`src/fsfc_pkg.sv`:
```
package fsfc_pkg;

  // widths of the frame and the conversion
  localparam int unsigned RawW    = 16;
  localparam int unsigned FlowW   = 25;
  localparam int unsigned QuotW   = 24;
  localparam int unsigned CntW    = 5;
  localparam int unsigned CfgIdxW = 2;
  localparam int unsigned CfgDatW = 16;

  // serial step counts: one quotient bit per cycle, crc over both data bytes
  localparam logic [CntW-1:0] DivSteps = CntW'(QuotW);
  localparam logic [CntW-1:0] CrcSteps = CntW'(RawW);

  // crc-8 parameters
  localparam logic [7:0] CrcPoly = 8'h31;
  localparam logic [7:0] CrcInit = 8'hFF;

  // register reset values
  localparam logic [15:0] OffsetRst = 16'd32000;
  localparam logic [15:0] ScaleRst  = 16'd140;

  typedef enum logic [1:0] {
    RC_OK  = 2'd0,
    RC_BUS = 2'd1,
    RC_CRC = 2'd2
  } res_code_t;

  typedef enum logic [CfgIdxW-1:0] {
    CFG_OFFSET = 2'd0,
    CFG_SCALE  = 2'd1,
    CFG_CRC_EN = 2'd2,
    CFG_NONE   = 2'd3
  } cfg_idx_t;

  typedef enum logic [1:0] {
    ST_IDLE,
    ST_RUN,
    ST_DONE
  } state_t;

  localparam logic CMD_INIT  = 1'b0;
  localparam logic CMD_FRAME = 1'b1;

endpackage

```
`src/fsfc_in_if.sv`:
```
interface fsfc_in_if;
  logic       valid;
  logic       ready;
  logic       cmd;
  logic       bus_ok;
  logic [7:0] flow_high;
  logic [7:0] flow_low;
  logic [7:0] crc_byte;

  modport source (output valid, cmd, bus_ok, flow_high, flow_low, crc_byte, input ready);
  modport sink   (input valid, cmd, bus_ok, flow_high, flow_low, crc_byte, output ready);
endinterface

```
`src/fsfc_out_if.sv`:
```
interface fsfc_out_if;
  logic                     valid;
  logic                     ready;
  logic [1:0]               result_code;
  logic signed [24:0]       flow_value;
  logic                     crc_error_seen;
  logic                     status_ok;

  modport source (output valid, result_code, flow_value, crc_error_seen, status_ok,
                  input ready);
  modport sink   (input valid, result_code, flow_value, crc_error_seen, status_ok,
                  output ready);
endinterface

```
`src/flow_sensor_frame_checker_top.sv`:
```
// flow frame: the divider runs in ST_RUN, then ST_DONE commits the result to
// the output register once free; init or failed-bus request: ST_IDLE to ST_DONE
// a new request is taken only in ST_IDLE; frames are paced by the bit-serial
// restoring divider (24 quotient bits, one per cycle; crc bit-serial alongside)
// synchronous active-low reset: flow 0, flags cleared, registers to their defaults
module flow_sensor_frame_checker_top (
  input  logic                            clk,
  input  logic                            rst_n,
  fsfc_in_if.sink                         in_chan,
  fsfc_out_if.source                      out_chan,
  input  logic                            cfg_we,
  input  logic [fsfc_pkg::CfgIdxW-1:0]    cfg_index,
  input  logic [fsfc_pkg::CfgDatW-1:0]    cfg_wdata
);

  // configuration registers
  logic [15:0] offset_r;
  logic [15:0] scale_r;
  logic        crc_en_r;

  // control
  fsfc_pkg::state_t          state_r, state_nxt;
  logic [fsfc_pkg::CntW-1:0] cnt_r, cnt_nxt;
  logic                      in_fire, out_free, commit, load_run;

  // request snapshot
  logic       cmd_r;
  logic       bus_ok_r;
  logic [7:0] crc_byte_r;
  logic       neg_r;

  // serial datapath
  logic [15:0]                div_r;
  logic [15:0]                rem_r, rem_nxt;
  logic [fsfc_pkg::QuotW-1:0] dvd_r, dvd_nxt;
  logic [15:0]                crc_data_r, crc_data_nxt;
  logic [7:0]                 crc_r, crc_nxt;

  // block state
  logic signed [fsfc_pkg::FlowW-1:0] flow_r, flow_nxt;
  logic                              err_r, err_nxt;
  logic                              init_r, init_nxt;
  fsfc_pkg::res_code_t               code_nxt;

  // output register
  logic                              out_valid_r;
  fsfc_pkg::res_code_t               out_code_r;
  logic signed [fsfc_pkg::FlowW-1:0] out_flow_r;
  logic                              out_err_r;
  logic                              out_stat_r;

  // load values
  logic [16:0] diff;
  logic [15:0] mag;
  logic [16:0] trial, sub;
  logic        fb;

  assign in_fire  = in_chan.valid && in_chan.ready;
  assign out_free = !out_valid_r || out_chan.ready;

  // configuration writes
  always_ff @(posedge clk) begin
    if (!rst_n) begin
      offset_r <= fsfc_pkg::OffsetRst;
      scale_r  <= fsfc_pkg::ScaleRst;
      crc_en_r <= 1'b1;
    end else if (cfg_we) begin
      unique case (fsfc_pkg::cfg_idx_t'(cfg_index))
        fsfc_pkg::CFG_OFFSET: offset_r <= cfg_wdata[15:0];
        fsfc_pkg::CFG_SCALE:  scale_r  <= cfg_wdata[15:0];
        fsfc_pkg::CFG_CRC_EN: crc_en_r <= cfg_wdata[0];
        default: ;
      endcase
    end
  end

  // next state
  always_comb begin
    state_nxt = state_r;
    unique case (state_r)
      fsfc_pkg::ST_IDLE: begin
        if (in_fire) begin
          state_nxt = (in_chan.cmd == fsfc_pkg::CMD_FRAME && in_chan.bus_ok)
                      ? fsfc_pkg::ST_RUN : fsfc_pkg::ST_DONE;
        end
      end
      fsfc_pkg::ST_RUN: begin
        if (cnt_r == fsfc_pkg::DivSteps - 1'b1) state_nxt = fsfc_pkg::ST_DONE;
      end
      fsfc_pkg::ST_DONE: begin
        if (out_free) state_nxt = fsfc_pkg::ST_IDLE;
      end
      default: state_nxt = fsfc_pkg::ST_IDLE;
    endcase
  end

  // control outputs
  always_comb begin
    in_chan.ready = 1'b0;
    commit        = 1'b0;
    load_run      = 1'b0;
    cnt_nxt       = cnt_r;
    unique case (state_r)
      fsfc_pkg::ST_IDLE: begin
        in_chan.ready = 1'b1;
        load_run      = in_chan.valid;
        cnt_nxt       = '0;
      end
      fsfc_pkg::ST_RUN: begin
        cnt_nxt = cnt_r + 1'b1;
      end
      fsfc_pkg::ST_DONE: begin
        commit = out_free;
      end
      default: ;
    endcase
  end

  always_ff @(posedge clk) begin
    if (!rst_n) begin
      state_r <= fsfc_pkg::ST_IDLE;
      cnt_r   <= '0;
    end else begin
      state_r <= state_nxt;
      cnt_r   <= cnt_nxt;
    end
  end

  // magnitude of raw minus offset, sign kept aside for truncation toward zero
  assign diff = {1'b0, in_chan.flow_high, in_chan.flow_low} - {1'b0, offset_r};
  assign mag  = diff[16] ? 16'(-diff) : diff[15:0];

  // one restoring division step
  assign trial = {rem_r, dvd_r[fsfc_pkg::QuotW-1]};
  assign sub   = trial - {1'b0, div_r};

  // one crc step, msb first
  assign fb = crc_r[7] ^ crc_data_r[15];

  always_comb begin
    rem_nxt      = rem_r;
    dvd_nxt      = dvd_r;
    crc_data_nxt = crc_data_r;
    crc_nxt      = crc_r;
    if (load_run) begin
      rem_nxt      = '0;
      dvd_nxt      = {mag, 8'h00};
      crc_data_nxt = {in_chan.flow_high, in_chan.flow_low};
      crc_nxt      = fsfc_pkg::CrcInit;
    end else if (state_r == fsfc_pkg::ST_RUN) begin
      if (!sub[16]) begin
        rem_nxt = sub[15:0];
        dvd_nxt = {dvd_r[fsfc_pkg::QuotW-2:0], 1'b1};
      end else begin
        rem_nxt = trial[15:0];
        dvd_nxt = {dvd_r[fsfc_pkg::QuotW-2:0], 1'b0};
      end
      if (cnt_r < fsfc_pkg::CrcSteps) begin
        crc_data_nxt = {crc_data_r[14:0], 1'b0};
        crc_nxt      = {crc_r[6:0], 1'b0} ^ (fb ? fsfc_pkg::CrcPoly : 8'h00);
      end
    end
  end

  // datapath and request snapshot
  always_ff @(posedge clk) begin
    rem_r      <= rem_nxt;
    dvd_r      <= dvd_nxt;
    crc_data_r <= crc_data_nxt;
    crc_r      <= crc_nxt;
    if (in_fire) begin
      cmd_r      <= in_chan.cmd;
      bus_ok_r   <= in_chan.bus_ok;
      crc_byte_r <= in_chan.crc_byte;
      neg_r      <= diff[16];
      div_r      <= (scale_r == 16'd0) ? 16'd1 : scale_r;
    end
  end

  // result of the finished request
  always_comb begin
    flow_nxt = flow_r;
    err_nxt  = err_r;
    init_nxt = init_r;
    code_nxt = fsfc_pkg::RC_OK;
    if (cmd_r == fsfc_pkg::CMD_INIT) begin
      flow_nxt = '0;
      err_nxt  = 1'b0;
      if (bus_ok_r) init_nxt = 1'b1;
      else          code_nxt = fsfc_pkg::RC_BUS;
    end else if (!bus_ok_r) begin
      code_nxt = fsfc_pkg::RC_BUS;
    end else begin
      flow_nxt = neg_r ? -$signed({1'b0, dvd_r}) : $signed({1'b0, dvd_r});
      if (crc_en_r && (crc_r != crc_byte_r)) begin
        err_nxt  = 1'b1;
        code_nxt = fsfc_pkg::RC_CRC;
      end
    end
  end

  // block state
  always_ff @(posedge clk) begin
    if (!rst_n) begin
      flow_r <= '0;
      err_r  <= 1'b0;
      init_r <= 1'b0;
    end else if (commit) begin
      flow_r <= flow_nxt;
      err_r  <= err_nxt;
      init_r <= init_nxt;
    end
  end

  // output register
  always_ff @(posedge clk) begin
    if (!rst_n) begin
      out_valid_r <= 1'b0;
    end else if (commit) begin
      out_valid_r <= 1'b1;
    end else if (out_chan.ready) begin
      out_valid_r <= 1'b0;
    end
  end

  always_ff @(posedge clk) begin
    if (commit) begin
      out_code_r <= code_nxt;
      out_flow_r <= flow_nxt;
      out_err_r  <= err_nxt;
      out_stat_r <= init_nxt && !err_nxt;
    end
  end

  assign out_chan.valid          = out_valid_r;
  assign out_chan.result_code    = out_code_r;
  assign out_chan.flow_value     = out_flow_r;
  assign out_chan.crc_error_seen = out_err_r;
  assign out_chan.status_ok      = out_stat_r;

  // checks
  a_frame_runs: assert property (@(posedge clk) disable iff (!rst_n)
    in_fire && in_chan.cmd == fsfc_pkg::CMD_FRAME && in_chan.bus_ok
    |=> state_r == fsfc_pkg::ST_RUN)
    else $error("good frame did not start the divider");

  a_cnt_range: assert property (@(posedge clk) disable iff (!rst_n)
    state_r == fsfc_pkg::ST_RUN |-> cnt_r < fsfc_pkg::DivSteps)
    else $error("divider step count out of range");

  a_out_from_done: assert property (@(posedge clk) disable iff (!rst_n)
    $rose(out_valid_r) |-> $past(state_r == fsfc_pkg::ST_DONE))
    else $error("result shown without a finished request");

  a_status_err: assert property (@(posedge clk) disable iff (!rst_n)
    out_valid_r |-> !(out_stat_r && out_err_r))
    else $error("status ok while crc error recorded");

endmodule

```
`src/flat_wrapper.sv`:
```
// flat-port wrapper written by rule: the top's interface ports become plain ports
module flow_sensor_frame_checker_top_flat 
  (clk, rst_n, cfg_we, cfg_index, cfg_wdata, in_chan_valid, in_chan_cmd, in_chan_bus_ok, in_chan_flow_high, in_chan_flow_low, in_chan_crc_byte, in_chan_ready, out_chan_valid, out_chan_result_code, out_chan_flow_value, out_chan_crc_error_seen, out_chan_status_ok, out_chan_ready);
  fsfc_in_if in_chan_i ();
  fsfc_out_if out_chan_i ();
  input  logic clk;
  input  logic rst_n;
  input  logic cfg_we;
  input  logic [fsfc_pkg::CfgIdxW-1:0] cfg_index;
  input  logic [fsfc_pkg::CfgDatW-1:0] cfg_wdata;
  input wire logic [$bits(in_chan_i.valid)-1:0] in_chan_valid;
  input wire logic [$bits(in_chan_i.cmd)-1:0] in_chan_cmd;
  input wire logic [$bits(in_chan_i.bus_ok)-1:0] in_chan_bus_ok;
  input wire logic [$bits(in_chan_i.flow_high)-1:0] in_chan_flow_high;
  input wire logic [$bits(in_chan_i.flow_low)-1:0] in_chan_flow_low;
  input wire logic [$bits(in_chan_i.crc_byte)-1:0] in_chan_crc_byte;
  output wire logic [$bits(in_chan_i.ready)-1:0] in_chan_ready;
  output wire logic [$bits(out_chan_i.valid)-1:0] out_chan_valid;
  output wire logic [$bits(out_chan_i.result_code)-1:0] out_chan_result_code;
  output wire logic [$bits(out_chan_i.flow_value)-1:0] out_chan_flow_value;
  output wire logic [$bits(out_chan_i.crc_error_seen)-1:0] out_chan_crc_error_seen;
  output wire logic [$bits(out_chan_i.status_ok)-1:0] out_chan_status_ok;
  input wire logic [$bits(out_chan_i.ready)-1:0] out_chan_ready;
  assign in_chan_i.valid = in_chan_valid;
  assign in_chan_i.cmd = in_chan_cmd;
  assign in_chan_i.bus_ok = in_chan_bus_ok;
  assign in_chan_i.flow_high = in_chan_flow_high;
  assign in_chan_i.flow_low = in_chan_flow_low;
  assign in_chan_i.crc_byte = in_chan_crc_byte;
  assign in_chan_ready = in_chan_i.ready;
  assign out_chan_valid = out_chan_i.valid;
  assign out_chan_result_code = out_chan_i.result_code;
  assign out_chan_flow_value = out_chan_i.flow_value;
  assign out_chan_crc_error_seen = out_chan_i.crc_error_seen;
  assign out_chan_status_ok = out_chan_i.status_ok;
  assign out_chan_i.ready = out_chan_ready;
  flow_sensor_frame_checker_top u_core (.clk(clk), .rst_n(rst_n), .in_chan(in_chan_i), .out_chan(out_chan_i), .cfg_we(cfg_we), .cfg_index(cfg_index), .cfg_wdata(cfg_wdata));
endmodule
```
`config.mk`:
```
export PLATFORM = sky130hd
export DESIGN_NAME = flow_sensor_frame_checker_top_flat
export DESIGN_NICKNAME = d
export VERILOG_FILES = /design/src/fsfc_pkg.sv /design/src/fsfc_in_if.sv /design/src/fsfc_out_if.sv /design/src/flow_sensor_frame_checker_top.sv /design/src/flat_wrapper.sv
export SDC_FILE = /design/constraint.sdc
export NUM_CORES = 1
export LEC_CHECK = 0
export BUFFER_PORTS_ARGS = -buffer_cell sky130_fd_sc_hd__buf_2
export CAP_MARGIN = 20
export CORE_MARGIN = 3
export CORE_UTILIZATION = 55
export CTS_BUF_LIST = sky130_fd_sc_hd__clkbuf_16
export DETAILED_ROUTE_END_ITERATION = 8
export PLACE_DENSITY = 0.74
export SETUP_SLACK_MARGIN = 0.15
export SLEW_MARGIN = 10
export SYNTH_ARGS = -nofsm -noshare
export SYNTH_HDL_FRONTEND = slang
export SYNTH_SLANG_ARGS = --single-unit
```
`constraint.sdc`:
```
create_clock -name clk -period 4.45 [get_ports clk]
set_clock_uncertainty 0.05 [all_clocks]
set_input_delay 0.2225 -clock clk [delete_from_list [all_inputs] [get_ports clk]]
set_output_delay 0.2225 -clock clk [all_outputs]
set_load 0.01 [all_outputs]
```
==> impl_metrics.env <==
export IMPL_ys_ff_latch=188
export IMPL_tightest_slew_ns=0.9868
export IMPL_worstHoldStart="cfg_wdata[9]"
export IMPL_synth_adder_area_share_pct=4.941
export IMPL_synth_top_family_by_area="compound AO/OA/AOI/OAI gates"
export IMPL_max_freq_mhz=297.3
export IMPL_startpoint_type="flop"
export IMPL_min_path_type="in2reg"
export IMPL_dr_first_iter_drc_count=518
export IMPL_io_buffers=79
export IMPL_yosys_area_share_simple_pct=16.75
export IMPL_layout_commonest_cell="nand2_1"
export IMPL_drt_pass1_iterations=5
export IMPL_clk_pin_slew_worst_paths_ns=0.07
export IMPL_rsz0062_at_grt="no"
export IMPL_fillCellCount=1348
export IMPL_grt_first_pass_wirelength_mm=34.38
export IMPL_cts_tree="yes"
export IMPL_netlist_area_um2=9674
export IMPL_grt_pass1_vias=6988
export IMPL_path_cells="inv_1 -> ha_1 -> fa_1 -> nand2b_1 -> a21oi_1 -> o21a_1 -> a41oi_1 -> a31o_2 -> xnor2_2 -> buf_4 -> mux2i_1 -> o21ai_0"
export IMPL_yosys_cell_types_count=65
export IMPL_place_hpwl_mm=14.14
export IMPL_cp_required_ns=4.66
export IMPL_syn_nets=1124
export IMPL_ir_drop_uv=293.8
export IMPL_cts_max_level=4
export IMPL_final_nets=1191
export IMPL_path_buf_inv=2
export IMPL_placed_cells=1284
export IMPL_antenna_found_initial=0
export IMPL_cts_sinks=188
export IMPL_clkPwrFrac_pct=36.0
export IMPL_p_per_area_nw_per_um2=385.8
export IMPL_synthArstFlopShare_pct=0
export IMPL_stdcell_count=1338
export IMPL_multi_input_area_um2=4612
export IMPL_insertion_delay_ns=0.43
export IMPL_cts_resized=0
export IMPL_rr_startpoint="u_core.dvd_r[23]"
export IMPL_num_rows=47
export IMPL_pwr_share_seq_pct=48.0
export IMPL_syn_to_final_growth_pct=13.63
export IMPL_drive_above_1_share_pct=11.81
export IMPL_grt_overflow=0
export IMPL_drc=0
export IMPL_clockBufferDepth=2
export IMPL_p_sw_share_pct=26.81
export IMPL_end_kind="flop"
export IMPL_cell_internal_pwr_mw=3.104
export IMPL_fin_setup_tns_ns=0
export IMPL_critical_path_class="reg2reg"
export IMPL_die_w_um=138.6
export IMPL_slew_violations=0
export IMPL_ys_seq_area_share_pct=48.01
export IMPL_timing_final_crit_share_pct=75.60
export IMPL_crit_slowest_cell="xnor2_2"
export IMPL_io_pins=80
export IMPL_place_congestion=0.9031
export IMPL_critPathMaxStageDelay_ns=0.45
export IMPL_status="finished, final reports clean"
export IMPL_die_h_um=138.6
export IMPL_cap_violations=0
export IMPL_critPathMaxFanout=11
export IMPL_finalHoldViolCount=0
export IMPL_synth_edf_count=88
export IMPL_diodes=0
export IMPL_groute_usage_overall_pct=21.47
export IMPL_postCtsSetupBuffers=0
export IMPL_worstPathArrival_ns=3.58
export IMPL_num_vias=7429
export IMPL_critical_path_startpoint="u_core.dvd_r[23]"
export IMPL_routed_wl_mm=20.39
export IMPL_core_area_um2=16880
export IMPL_wl_per_cell_um=15.24
export IMPL_synthCells=1038
export IMPL_slew_headroom_pct=34.21
export IMPL_p_leak_nw=4.357
export IMPL_yosys_warnings=0
export IMPL_start_util_pct=57.32
export IMPL_switching_power_mw=1.137
export IMPL_synthMuxAreaShare_pct=1.979
export IMPL_power_frac_comb_pct=16.0
export IMPL_final_antenna_net_count=0
export IMPL_synth_compound_area_share_pct=17.07
export IMPL_holdWs_ns=0.02210
export IMPL_avgSynthCellArea_um2=9.320
export IMPL_setup_viol=0
export IMPL_final_cell_mix="nand2_1 (196), dfxtp_1 (100), edfxtp_1 (88), buf_2 (79), o21ai_0 (64)"
export IMPL_die_area_um2=19220
export IMPL_cts_inserted_buffers=17
export IMPL_synth_xor_area_share_pct=6.855
export IMPL_cp_top_family="compound AO/OA/AOI/OAI gates"
export IMPL_grt_max_degree=54
export IMPL_seqCellArea_um2=4644
export IMPL_min_period_ns=3.364
export IMPL_cts_root_buf="clkbuf_16"
export IMPL_synth_ff_type="dfxtp_1"
export IMPL_avgViaCountPerCell=5.552
## repair_timing
action / 4_1_cts / 5_1_grt
endpoints found under the hold margin: 23 / 0
setup endpoints to repair: 0 / 0
hold buffers: 22 / 0
## path summary, 6_finish.rpt
path / end / slack, ns / cells after the start
worst min register to register: u_core.div_r[12] / 0.41 / 0
worst max-delay path: u_core.rem_r[6] / 1.09 / 12
worst min-delay path: u_core.scale_r[9] / 0.02 / 3
worst max register to register: u_core.rem_r[6] / 1.09 / 12
## worst reg2reg max path: stages (launching register included)
cell	delay, ns
edfxtp_1	0.37
inv_1	0.07
ha_1	0.22
fa_1	0.39
nand2b_1	0.19
a21oi_1	0.21
o21a_1	0.19
a41oi_1	0.14
a31o_2	0.28
xnor2_2	0.45
buf_4	0.30
mux2i_1	0.22
o21ai_0	0.11
## Yosys cell counts (10+ instances only)
library cell	count	area, µm²
nand2_1	196	735.7
dfxtp_1	100	2002
edfxtp_1	88	2643
o21ai_0	64	320.3
clkbuf_1	57	214.0
nor2_1	57	214.0
inv_1	51	191.4
xor2_1	43	376.6
a21boi_0	37	277.8
a21oi_1	36	180.2
ha_1	35	437.9
xnor2_1	29	254.0
mux2i_1	18	180.2
nand3_1	18	90.09
a211oi_1	15	112.6
nand2b_1	15	93.84
nor2b_1	14	87.58
nor3_1	10	50.05
o21ai_1	10	50.05
## power by group through the flow
stage	clock network (mW)	logic, mW	registers, mW
final	1.53	0.677	2.03
after global routing	1.62	0.760	2.05
after CTS	1.55	0.678	2.03
after detailed placement	0	0.659	2.07
after global placement	0	0.651	2.07
after floorplan	0	0.484	2.06
## per-layer routing
metal	up-vias	global-route usage [%]	wire (µm)
met3	25	3.966	867
met1	3483	30.05	9765
li1	3754	-	-
met2	167	34.22	9444
met5	-	0	0
met4	0	6.643	312
## through the flow
| stage | instance area (µm²) | total power [mW] | setup WS, ns | util (%) |
|---|---|---|---|---|
| floorplan | 9674 | 2.543 | 1.378 | - |
| global placement | 10190 | 2.718 | 1.180 | 60.35 |
| detailed placement | 10190 | 2.732 | 1.091 | 60.35 |
| CTS | 10990 | 4.262 | 1.062 | 65.13 |
| global route | 10990 | 4.430 | 0.7661 | 65.13 |
| finish | 10990 | 4.241 | 1.086 | 65.13 |
## cells by family (layout without fill, tap and decap cells)
family,Yosys count,count (layout)
muxes,19,19
buffers and inverters,113,193
adders and majority gates,37,37
AOI/OAI and AO/OA,252,252
DFF,188,188
xor gates and xnor gates,74,74
and+or+nand+nor,355,355
## state kept, by name, summed over array words and instances (netlist names), 16 cells and up
signal                      count
u_core.div_r                   16
u_core.out_chan.flow_value     25
u_core.rem_r                   16
u_core.crc_data_r              16
u_core.dvd_r                   24
u_core.flow_r                  25
u_core.offset_r                16
u_core.scale_r                 16
## final cells by class
| class | instances | share of cell area, % |
|---|---|---|
| clock buffer | 17 | 3.870 |
| sequential | 188 | 42.25 |
| inverter | 51 | 1.741 |
| clock inverter | 15 | 1.468 |
| timing repair buffer | 110 | 6.214 |
| multi-input combinational | 737 | 41.95 |
| tap | 220 | 2.504 |
(Power assumes the default switching activity.)
